===== src/rtl/gpr_pkg.sv =====
// ----------------------------------------------------------------------------
// GPIO port register package
// Shared types, register codes and helpers of the GPIO port register block.
// ----------------------------------------------------------------------------
`default_nettype none

package gpr_pkg;

  localparam int unsigned NUM_PINS  = 16;
  localparam int unsigned DATA_W    = 32;
  localparam int unsigned KEY_BIT   = 16;
  localparam logic [DATA_W-1:0] CFG_RESET = 32'h4444_4444;

  typedef enum logic {
    CMD_READ  = 1'b0,
    CMD_WRITE = 1'b1
  } cmd_t;

  typedef enum logic [2:0] {
    REG_CFG_LOW  = 3'd0,
    REG_CFG_HIGH = 3'd1,
    REG_INPUT    = 3'd2,
    REG_OUTPUT   = 3'd3,
    REG_SET_RST  = 3'd4,
    REG_RESET    = 3'd5,
    REG_LOCK     = 3'd6,
    REG_UNUSED   = 3'd7
  } reg_index_t;

  typedef enum logic [1:0] {
    KEY_IDLE   = 2'd0,
    KEY_FIRST  = 2'd1,
    KEY_SECOND = 2'd2,
    KEY_THIRD  = 2'd3
  } key_step_t;

  typedef struct packed {
    cmd_t                command;
    reg_index_t          register_index;
    logic [DATA_W-1:0]   write_data;
    logic [NUM_PINS-1:0] pin_levels;
  } access_t;

  typedef struct packed {
    logic [DATA_W-1:0]   read_data;
    logic [NUM_PINS-1:0] output_levels;
    logic                lock_active;
  } result_t;

  typedef struct packed {
    logic      lock_key;
    key_step_t key_step;
  } lock_status_t;

  // Spreads eight pin lock bits over the matching 4-bit config fields.
  function automatic logic [DATA_W-1:0] nibble_mask(input logic [7:0] pins);
    logic [DATA_W-1:0] m;
    m = '0;
    for (int i = 0; i < 8; i++) begin
      m[4*i +: 4] = {4{pins[i]}};
    end
    return m;
  endfunction

endpackage

`default_nettype wire


===== src/rtl/gpr_regs.sv =====
// ----------------------------------------------------------------------------
// GPIO port register file
// Holds the port registers and lock sequencer and works out one access.
// ----------------------------------------------------------------------------
`default_nettype none

module gpr_regs
  import gpr_pkg::*;
(
  input  wire logic         clk,
  input  wire logic         rst_n,
  input  wire logic         fire,
  input  wire access_t      acc,
  output result_t           res,
  output lock_status_t      status
);

  logic [DATA_W-1:0]   cfg_lo_r, cfg_lo_nxt;
  logic [DATA_W-1:0]   cfg_hi_r, cfg_hi_nxt;
  logic [NUM_PINS-1:0] out_data_r, out_data_nxt;
  logic [NUM_PINS-1:0] lock_mask_r, lock_mask_nxt;
  logic                lock_key_r, lock_key_nxt;
  key_step_t           key_step_r, key_step_nxt;
  logic [NUM_PINS-1:0] key_pins_r, key_pins_nxt;

  logic [DATA_W-1:0]   prot_lo;
  logic [DATA_W-1:0]   prot_hi;
  logic [DATA_W-1:0]   rd;
  logic [NUM_PINS-1:0] wr_pins;
  logic                wr_key;
  logic                pins_match;

  assign wr_pins    = acc.write_data[NUM_PINS-1:0];
  assign wr_key     = acc.write_data[KEY_BIT];
  assign pins_match = (wr_pins == key_pins_r);
  assign prot_lo    = lock_key_r ? nibble_mask(lock_mask_r[7:0]) : '0;
  assign prot_hi    = lock_key_r ? nibble_mask(lock_mask_r[15:8]) : '0;

  always_comb begin
    cfg_lo_nxt    = cfg_lo_r;
    cfg_hi_nxt    = cfg_hi_r;
    out_data_nxt  = out_data_r;
    lock_mask_nxt = lock_mask_r;
    lock_key_nxt  = lock_key_r;
    key_step_nxt  = key_step_r;
    key_pins_nxt  = key_pins_r;
    rd            = '0;
    if (acc.command == CMD_WRITE) begin
      case (acc.register_index)
        REG_CFG_LOW:  cfg_lo_nxt = (cfg_lo_r & prot_lo) | (acc.write_data & ~prot_lo);
        REG_CFG_HIGH: cfg_hi_nxt = (cfg_hi_r & prot_hi) | (acc.write_data & ~prot_hi);
        REG_OUTPUT:   out_data_nxt = wr_pins;
        REG_SET_RST:  out_data_nxt = (out_data_r & ~acc.write_data[DATA_W-1:NUM_PINS]) | wr_pins;
        REG_RESET:    out_data_nxt = out_data_r & ~wr_pins;
        REG_LOCK: begin
          // Once the key is set the lock register is frozen.
          if (!lock_key_r) begin
            lock_mask_nxt = wr_pins;
            if (wr_key) begin
              if (key_step_r == KEY_SECOND && pins_match) begin
                key_step_nxt = KEY_THIRD;
              end else begin
                key_step_nxt = KEY_FIRST;
                key_pins_nxt = wr_pins;
              end
            end else if (key_step_r == KEY_FIRST && pins_match) begin
              key_step_nxt = KEY_SECOND;
            end else begin
              key_step_nxt = KEY_IDLE;
            end
          end
        end
        default: ;
      endcase
    end else begin
      case (acc.register_index)
        REG_CFG_LOW:  rd = cfg_lo_r;
        REG_CFG_HIGH: rd = cfg_hi_r;
        REG_INPUT:    rd = {{(DATA_W-NUM_PINS){1'b0}}, acc.pin_levels};
        REG_OUTPUT:   rd = {{(DATA_W-NUM_PINS){1'b0}}, out_data_r};
        REG_LOCK: begin
          // The read that completes the sequence still shows the old key bit.
          rd = {{(DATA_W-NUM_PINS-1){1'b0}}, lock_key_r, lock_mask_r};
          if (!lock_key_r && key_step_r == KEY_THIRD) begin
            lock_key_nxt = 1'b1;
          end
          key_step_nxt = KEY_IDLE;
        end
        default: rd = '0;
      endcase
    end
  end

  always_ff @(posedge clk) begin
    if (!rst_n) begin
      cfg_lo_r    <= CFG_RESET;
      cfg_hi_r    <= CFG_RESET;
      out_data_r  <= '0;
      lock_mask_r <= '0;
      lock_key_r  <= 1'b0;
      key_step_r  <= KEY_IDLE;
      key_pins_r  <= '0;
    end else if (fire) begin
      cfg_lo_r    <= cfg_lo_nxt;
      cfg_hi_r    <= cfg_hi_nxt;
      out_data_r  <= out_data_nxt;
      lock_mask_r <= lock_mask_nxt;
      lock_key_r  <= lock_key_nxt;
      key_step_r  <= key_step_nxt;
      key_pins_r  <= key_pins_nxt;
    end
  end

  assign res.read_data     = rd;
  assign res.output_levels = out_data_nxt;
  assign res.lock_active   = lock_key_nxt;

  assign status.lock_key = lock_key_r;
  assign status.key_step = key_step_r;

endmodule

`default_nettype wire


===== src/rtl/gpio_port_registers_with_lock_top.sv =====
// ----------------------------------------------------------------------------
// GPIO port registers with lock
// Sixteen-pin GPIO port register block driven by one bus access per beat.
// ----------------------------------------------------------------------------
// The input channel carries one register access per beat: a read or a write
// command, a register index, the write word and the sampled pin levels.
// The result channel returns one beat per access with the read data (zero on
// a write), the output data register after the access and the lock flag.
// An accepted beat is held in an input register; from there the register
// file works it out and the result is loaded into the output register,
// which offers it. Throughput is one access per cycle while the receiver
// does not stall, set by the single pass through the register file between
// the input and output registers.
// When the receiver stalls, the output register holds its beat and the input
// register can still take one more access; only with both full is the input
// channel stalled. Reset restores the config words to floating inputs, clears
// the output data, the lock mask, the lock key and any key sequence, and
// empties both registers.
// ----------------------------------------------------------------------------
`default_nettype none

module gpio_port_registers_with_lock_top
  import gpr_pkg::*;
(
  input  wire logic                clk,
  input  wire logic                rst_n,
  input  wire logic                in_valid,
  output logic                     in_stall,
  input  wire logic                in_command,
  input  wire logic [2:0]          in_register_index,
  input  wire logic [DATA_W-1:0]   in_write_data,
  input  wire logic [NUM_PINS-1:0] in_pin_levels,
  output logic                     out_valid,
  input  wire logic                out_stall,
  output logic [DATA_W-1:0]        out_read_data,
  output logic [NUM_PINS-1:0]      out_output_levels,
  output logic                     out_lock_active
);

  logic         s1_valid_r, s1_valid_nxt;
  access_t      s1_acc_r;
  logic         out_valid_r, out_valid_nxt;
  result_t      out_res_r;
  logic         out_load;
  logic         s1_fire;
  logic         in_accept;
  result_t      res;
  lock_status_t status;

  assign out_load  = !out_valid_r || !out_stall;
  assign s1_fire   = s1_valid_r && out_load;
  assign in_stall  = s1_valid_r && !out_load;
  assign in_accept = in_valid && !in_stall;

  always_comb begin
    s1_valid_nxt = s1_valid_r;
    if (in_accept) begin
      s1_valid_nxt = 1'b1;
    end else if (s1_fire) begin
      s1_valid_nxt = 1'b0;
    end
    out_valid_nxt = s1_fire || (out_valid_r && out_stall);
  end

  always_ff @(posedge clk) begin
    if (!rst_n) begin
      s1_valid_r  <= 1'b0;
      out_valid_r <= 1'b0;
    end else begin
      s1_valid_r  <= s1_valid_nxt;
      out_valid_r <= out_valid_nxt;
    end
  end

  always_ff @(posedge clk) begin
    if (in_accept) begin
      s1_acc_r.command        <= cmd_t'(in_command);
      s1_acc_r.register_index <= reg_index_t'(in_register_index);
      s1_acc_r.write_data     <= in_write_data;
      s1_acc_r.pin_levels     <= in_pin_levels;
    end
    if (s1_fire) begin
      out_res_r <= res;
    end
  end

  gpr_regs u_regs (
    .clk    (clk),
    .rst_n  (rst_n),
    .fire   (s1_fire),
    .acc    (s1_acc_r),
    .res    (res),
    .status (status)
  );

  assign out_valid         = out_valid_r;
  assign out_read_data     = out_res_r.read_data;
  assign out_output_levels = out_res_r.output_levels;
  assign out_lock_active   = out_res_r.lock_active;

  // Once locked, no key sequence can be in progress.
  assert property (@(posedge clk) disable iff (!rst_n)
    status.lock_key |-> status.key_step == KEY_IDLE)
    else $error("key sequence active while locked");

  // The lock is only cleared by reset.
  assert property (@(posedge clk) disable iff (!rst_n)
    status.lock_key |=> status.lock_key)
    else $error("lock key cleared without reset");

  // A held access is never dropped while the output side is stalled.
  assert property (@(posedge clk) disable iff (!rst_n)
    s1_valid_r && out_valid_r && out_stall |=> s1_valid_r)
    else $error("pending access lost under stall");

  // The input side is only stalled when the input register is occupied.
  assert property (@(posedge clk) disable iff (!rst_n)
    in_stall |-> s1_valid_r && out_valid_r)
    else $error("input stalled with free space");

endmodule

`default_nettype wire


===== config.mk =====
export PLATFORM = sky130hd
export DESIGN_NAME = gpio_port_registers_with_lock_top
export DESIGN_NICKNAME = d
export VERILOG_FILES = /design/src/rtl/gpr_pkg.sv /design/src/rtl/gpr_regs.sv /design/src/rtl/gpio_port_registers_with_lock_top.sv
export SDC_FILE = /design/constraint.sdc
export NUM_CORES = 1
export LEC_CHECK = 0
export BUFFER_PORTS_ARGS = -buffer_cell sky130_fd_sc_hd__buf_4
export CAP_MARGIN = 20
export CORE_UTILIZATION = 45
export DETAILED_ROUTE_END_ITERATION = 6
export PLACE_DENSITY = 0.61
export SLEW_MARGIN = 20
export SYNTH_ARGS = -nofsm -noshare
export SYNTH_HDL_FRONTEND = slang
export SYNTH_SLANG_ARGS = --single-unit

===== constraint.sdc =====
create_clock -name clk -period 5.9 [get_ports clk]
set_input_delay 0.295 -clock clk [delete_from_list [all_inputs] [get_ports clk]]
set_output_delay 0.295 -clock clk [all_outputs]
set_load 0.02 [all_outputs]

Word level (Yosys, flattened, before mapping) --
Cells that the tools add are included.
Operators by class: magnitude comparators 0, divide/modulo/power cells 0, eq/ne operators 11, add/subtract/negate cells 0, shifts and indexed selects 0, bitwise gates (word level) 15, reductions and logical operators 21, multiplexer cells 17, $mul 0
Operator list (number):
- 32-bit case mux with 5 select lines | 1
- 32-bit AND | 4
- 32-bit two-way mux | 2
- 32-bit inverter | 2
- 32-bit OR | 2
- 16-bit case mux with 3 select lines | 1
- 16-bit AND | 2
- 16-bit inverter | 2
- 16-bit equality test | 1
- 16-bit two-way mux | 1
- 16-bit OR | 1
- 2-bit two-way mux | 7
- 3-bit equality test (second input constant) | 3
- 3-bit AND reduction | 3
- 1-bit logical AND | 7
- 3-bit by 2-bit equality test with 1-bit output (second input constant) | 2
- 6-bit AND reduction | 1
- 1-bit logical NOT | 5
- 1-bit two-way mux | 5
- 2-bit equality test (second input constant) | 2
- 4-bit AND reduction | 1
- 3-bit by 1-bit equality test with 1-bit output (second input constant) | 1
- 3-bit logical NOT | 1
- 2-bit by 1-bit equality test with 1-bit output (second input constant) | 1
- other kinds (4) | 6
Word-level totals: bits in read-only memories 0, memories kept 0, bits in registers 218, output and inout bits 51, latch bits 0, memory bits (writable) 0, bits of input ports 56, logic and storage cells 80

Depth between registers and ports, before layout --
depth in word-level cells 7, mapped depth 8, mapped depth without buffers 6

Hierarchy --
Synthesis repeated with hierarchy kept, for this count alone.
Second synthesis, totals: cell total of the unflattened synthesis 825, area, all modules 9093.7 sq um
By module, submodules not included:
- gpr_regs | sequential area each 2302.2 sq um, area an instance 5977.0 sq um, cells each 716, instances 1
- gpio_port_registers_with_lock_top | sequential area each 3072.9 sq um, area an instance 3116.7 sq um, cells each 109, instances 1

Worst setup path before layout --
No wires, ideal clock.
path type register to register, from reg out_valid_r, in the netlist out_valid, to reg s1_acc_r[0] (netlist bit) (enable), setup slack 2.431 ns, data required time 5.433 ns, library setup time 0.467 ns, arrival time 3.002 ns, clock period less this slack 3.469 ns, buffers on the path 0, stages on the path, launching flop included 3, cells stage by stage dfxtp_1 -> and3_1 -> nor2b_1
Between the ends: word-level cells in the longest chain between the ends 6
RTL lines:
- from (decl) | line gpio_port_registers_with_lock_top.sv:42 | logic out_valid_r, out_valid_nxt;
- from (signal assigned) | line gpio_port_registers_with_lock_top.sv:71 | out_valid_r <= out_valid_nxt;
- 1-bit logical NOT | line gpio_port_registers_with_lock_top.sv:50 | assign out_load = !out_valid_r || !out_stall;
- 1-bit logical OR | line gpio_port_registers_with_lock_top.sv:50
- 1-bit logical NOT | line gpio_port_registers_with_lock_top.sv:52 | assign in_stall = s1_valid_r && !out_load;
- 1-bit logical AND | line gpio_port_registers_with_lock_top.sv:52
- via in_stall | line gpio_port_registers_with_lock_top.sv:28 | output logic in_stall,
- 1-bit logical NOT | line gpio_port_registers_with_lock_top.sv:53 | assign in_accept = in_valid && !in_stall;
- 1-bit logical AND | line gpio_port_registers_with_lock_top.sv:53
- via in_accept | line gpio_port_registers_with_lock_top.sv:46 | logic in_accept;
- to (decl) | line gpio_port_registers_with_lock_top.sv:41 | access_t s1_acc_r;
The timed path passes the listed nets, and every way through them passes these cells. A chain may end at the register's enable or synchronous reset.

==> flow_metrics.py <==
metrics = {
    "power": {
        "combPwrFrac_pct": 7.5,
        "p_int_uw": 2675,
        "leakagePower_uw": 0.004787,
        "power_density_nw_per_um2": 293.1,
        "totalPowerFinal_uw": 3464,
        "switching_power_uw": 790.0,
        "ir_worst_vdd_mv": 0.2060,
        "p_seq_share_pct": 48.6,
        "power.share.clock_pct": 43.9,
        "switching_share_pct": 22.80,
    },
    "drt": {
        "vias": 7107,
        "route.detailed.drc": 2,
        "ant_nets": 0,
        "drt_iter0_drc": 580,
        "avgRoutedWirePerCell_um": 19.51,
        "wl_mm": 24.82,
        "routed_via_density": 5.587,
        "first_pass_iters": 6,
    },
    "timing": {
        "worstMarginPinSlew_ns": 1.022,
        "tns_ns": 0,
        "fmax_mhz": 340.8,
        "finalCriticalPeriod_ns": 2.934,
        "slew_headroom_pct": 31.85,
        "period_share_pct": 49.73,
        "rsz0062_at_grt": "no",
        "slew_violations": 0,
        "setup_violations": 0,
        "finClkSkew_ns": 0.01202,
        "hold_violations": 0,
    },
    "clock_network": {
        "cts_tree": "built",
        "cts_resized": 0,
        "clkTransAtPathRegs_ns": 0.06,
        "clock_sinks": 218,
        "cts_max_level": 1,
        "cts_setup_buffers": 0,
        "cts_max_path_buffers": 3,
        "numCtsBuffers": 24,
        "clockRootBuffer": "clkbuf_16",
        "insertion_delay_ns": 0.52,
    },
    "floorplanning": {
        "core_um2": 20960,
        "rows": 53,
        "start_util_pct": 45.88,
        "io-pin-count": 107,
        "die_h_um": 148.2,
        "die_x_um": 148.2,
        "die_area_um2": 21950,
    },
    "worst_setup_path": {
        "path_depth": 5,
        "r2r_slack_ns": 2.97,
        "cp_num_buf_inv": 0,
        "rr_worst_depth": 5,
        "cp_slowest_cell": "edfxtp_1",
        "worstPathRequired_ns": 6.26,
        "path_class": "flop to flop",
        "crit_fanout": 26,
        "start_kind": "flop",
        "arrival_ns": 3.30,
        "path_cells": "nor3b_4 -> nand3_2 -> a21o_1 -> mux2i_1 -> nand2_1",
        "slowest_delay_ns": 0.98,
        "startpoint": "s1_acc_r[48]",
        "r2r_start": "s1_acc_r[48]",
        "cp-end-kind": "flop",
        "crit_family": "simple AND/OR/NAND/NOR gates",
    },
    "yosys": {
        "synthCells": 862,
        "synthSimpleGateAreaFrac_pct": 13.20,
        "yosys_warnings": 0,
        "yosysTopAreaCellShare_pct": 31.55,
        "synthMuxAreaShare_pct": 8.329,
        "synth_seq_cells": 218,
        "synth-xor-area-share_pct": 1.458,
        "synth_area_um2": 9614,
        "synth_cell_types": 51,
        "synth_top_family_by_area": "compound AO/OA/AOI/OAI gates",
        "seq_area_frac_synth_pct": 55.91,
        "synth_area_per_cell_um2": 11.15,
        "synth_fp_nets": 918,
        "synth_area_leaders": "edfxtp_1 32%, dfxtp_1 24%, mux2i_1 8.3%",
        "synth-compound-area-share_pct": 16.98,
        "synth_top_area_cell": "edfxtp_1",
        "synth_fa_ha_area_share_pct": 0,
    },
    "placed_design": {
        "port_buffers": 106,
        "placed_cells": 1174,
        "routabilityCongestion": 0.7879,
        "hpwl_mm": 15.93,
    },
    "global_route": {
        "grt_max_degree": 112,
        "grt_first_pass_wirelength_mm": 38.90,
        "antenna_found_initial": 0,
        "track_usage_pct": 22.85,
        "first_global_vias": 6826,
        "globalRouteOverflowTotal": 0,
    },
    "layout": {
        "instances_no_fill": 1272,
        "final_common_cell": "buf_4",
        "layout_common_cells": "118 x buf_4, 117 x dfxtp_1, 103 x nand2_1",
        "areaGrowthSynthToFinish_pct": 22.96,
        "layout.nets": 1035,
        "num_antenna_cells": 0,
        "drive_gt1_share_pct": 18.25,
    },
    "worst_hold_path": {
        "hold_depth": 3,
        "hold_path.startpoint": "out_stall",
        "min_path_type": "input pin to flop",
    },
    "run_status": {
        "status": "complete, but fails checks",
        "violations": "design-rule violations",
    },
    "flow_run": {
        "maxCapViolCount": 0,
    },
}
-- cells in the mapped netlist (all sizes together) --
cell type,number
a222oi,1
xor2,16
a21bo,1
nand4bb,1
o311ai,16
clkbuf,39
or3,1
inv,4
a22oi,30
and3,1
a41oi,16
a32oi,1
o21ai,1
a21oi,35
and4,1
buf,41
o22ai,1
nand2,103
mux2i,80
o211a,1
nor2,52
dfxtp,117
o21a,1
nand3,5
nor4,5
a41o,1
edfxtp,101
nor2b,54
a31o,16
a21o,32
nand2b,2
a31oi,16
nor3,4
a22o,32
nand4,17
a21boi,16
nor3b,1
-- what timing repair did --
action | in CTS | in global routing
hold buffers | 53 | 0
endpoints found under the setup margin | 0 | 0
endpoints found under the hold margin | 53 | 0
-- worst min-delay path: cells and delay by family --
kind / cells / cell delay [ns]
AO/OA/AOI/OAI: 1 / 0.06
AND/OR/NAND/NOR: 1 / 0.09
buffers and inverters: 1 / 0.09
-- power groups by stage --
stage / Sequential, uW / Combinational (uW) / Clock [uW]
5_1_grt: 1690 / 278 / 1610
6_report: 1680 / 259 / 1520
3_3_place_gp: 1720 / 229 / 0
2_1_floorplan: 1700 / 139 / 0
4_1_cts: 1680 / 259 / 1550
3_5_place_dp: 1720 / 231 / 0
-- routing by layer --
metal | up-vias | GRT usage, % | share of wire [%]
met5 | - | 0 | 0
met4 | 0 | 8.144 | 2.8
met3 | 41 | 3.497 | 5.0
met2 | 208 | 36.34 | 47
met1 | 3439 | 31.60 | 46
li1 | 3419 | - | -
-- area by class of cell --
type                            count  area (um^2)
Tap cell                          275        344.1
Sequential cell                   218         5375
Multi-Input combinational cell    560         3861
Timing Repair Buffer              171         1416
Inverter                            4        15.01
Fill cell                        1868         9134
Clock inverter                      9        96.34
Clock buffer                       35        713.2
-- cell families (layout without fill, tap and decap cells) --
family | Yosys count | in the layout
flip-flops | 218 | 218
AND/OR/NAND/NOR | 247 | 247
buffers and inverters | 84 | 219
multiplexers | 80 | 80
XOR/XNOR | 16 | 16
AO/OA/AOI/OAI | 217 | 217
-- stage by stage --
stage / hold slack [ns] / utilization, % / setup slack (ns) / instance area [um^2]
after CTS: 0.03720 / 56.36 / 2.949 / 11810
after floorplan: 0.3939 / - / 2.431 / 9614
after global routing: 0.1056 / 56.41 / 2.753 / 11820
final: 0.05428 / 56.41 / 2.966 / 11820
after global placement: 0.4562 / 49.96 / 2.965 / 10470
after detailed placement: 0.4649 / 49.97 / 2.951 / 10470
-- worst min-delay path by stage --
stage | to | slack [ns]
3_5_place_dp | flop | 0.46
6_report | out_valid | 0.05
3_3_place_gp | flop | 0.46
4_1_cts | out_valid | 0.04
5_1_grt | out_valid | 0.11
2_1_floorplan | s1_acc_r[0] | 0.39
(Power assumes the default switching activity.)
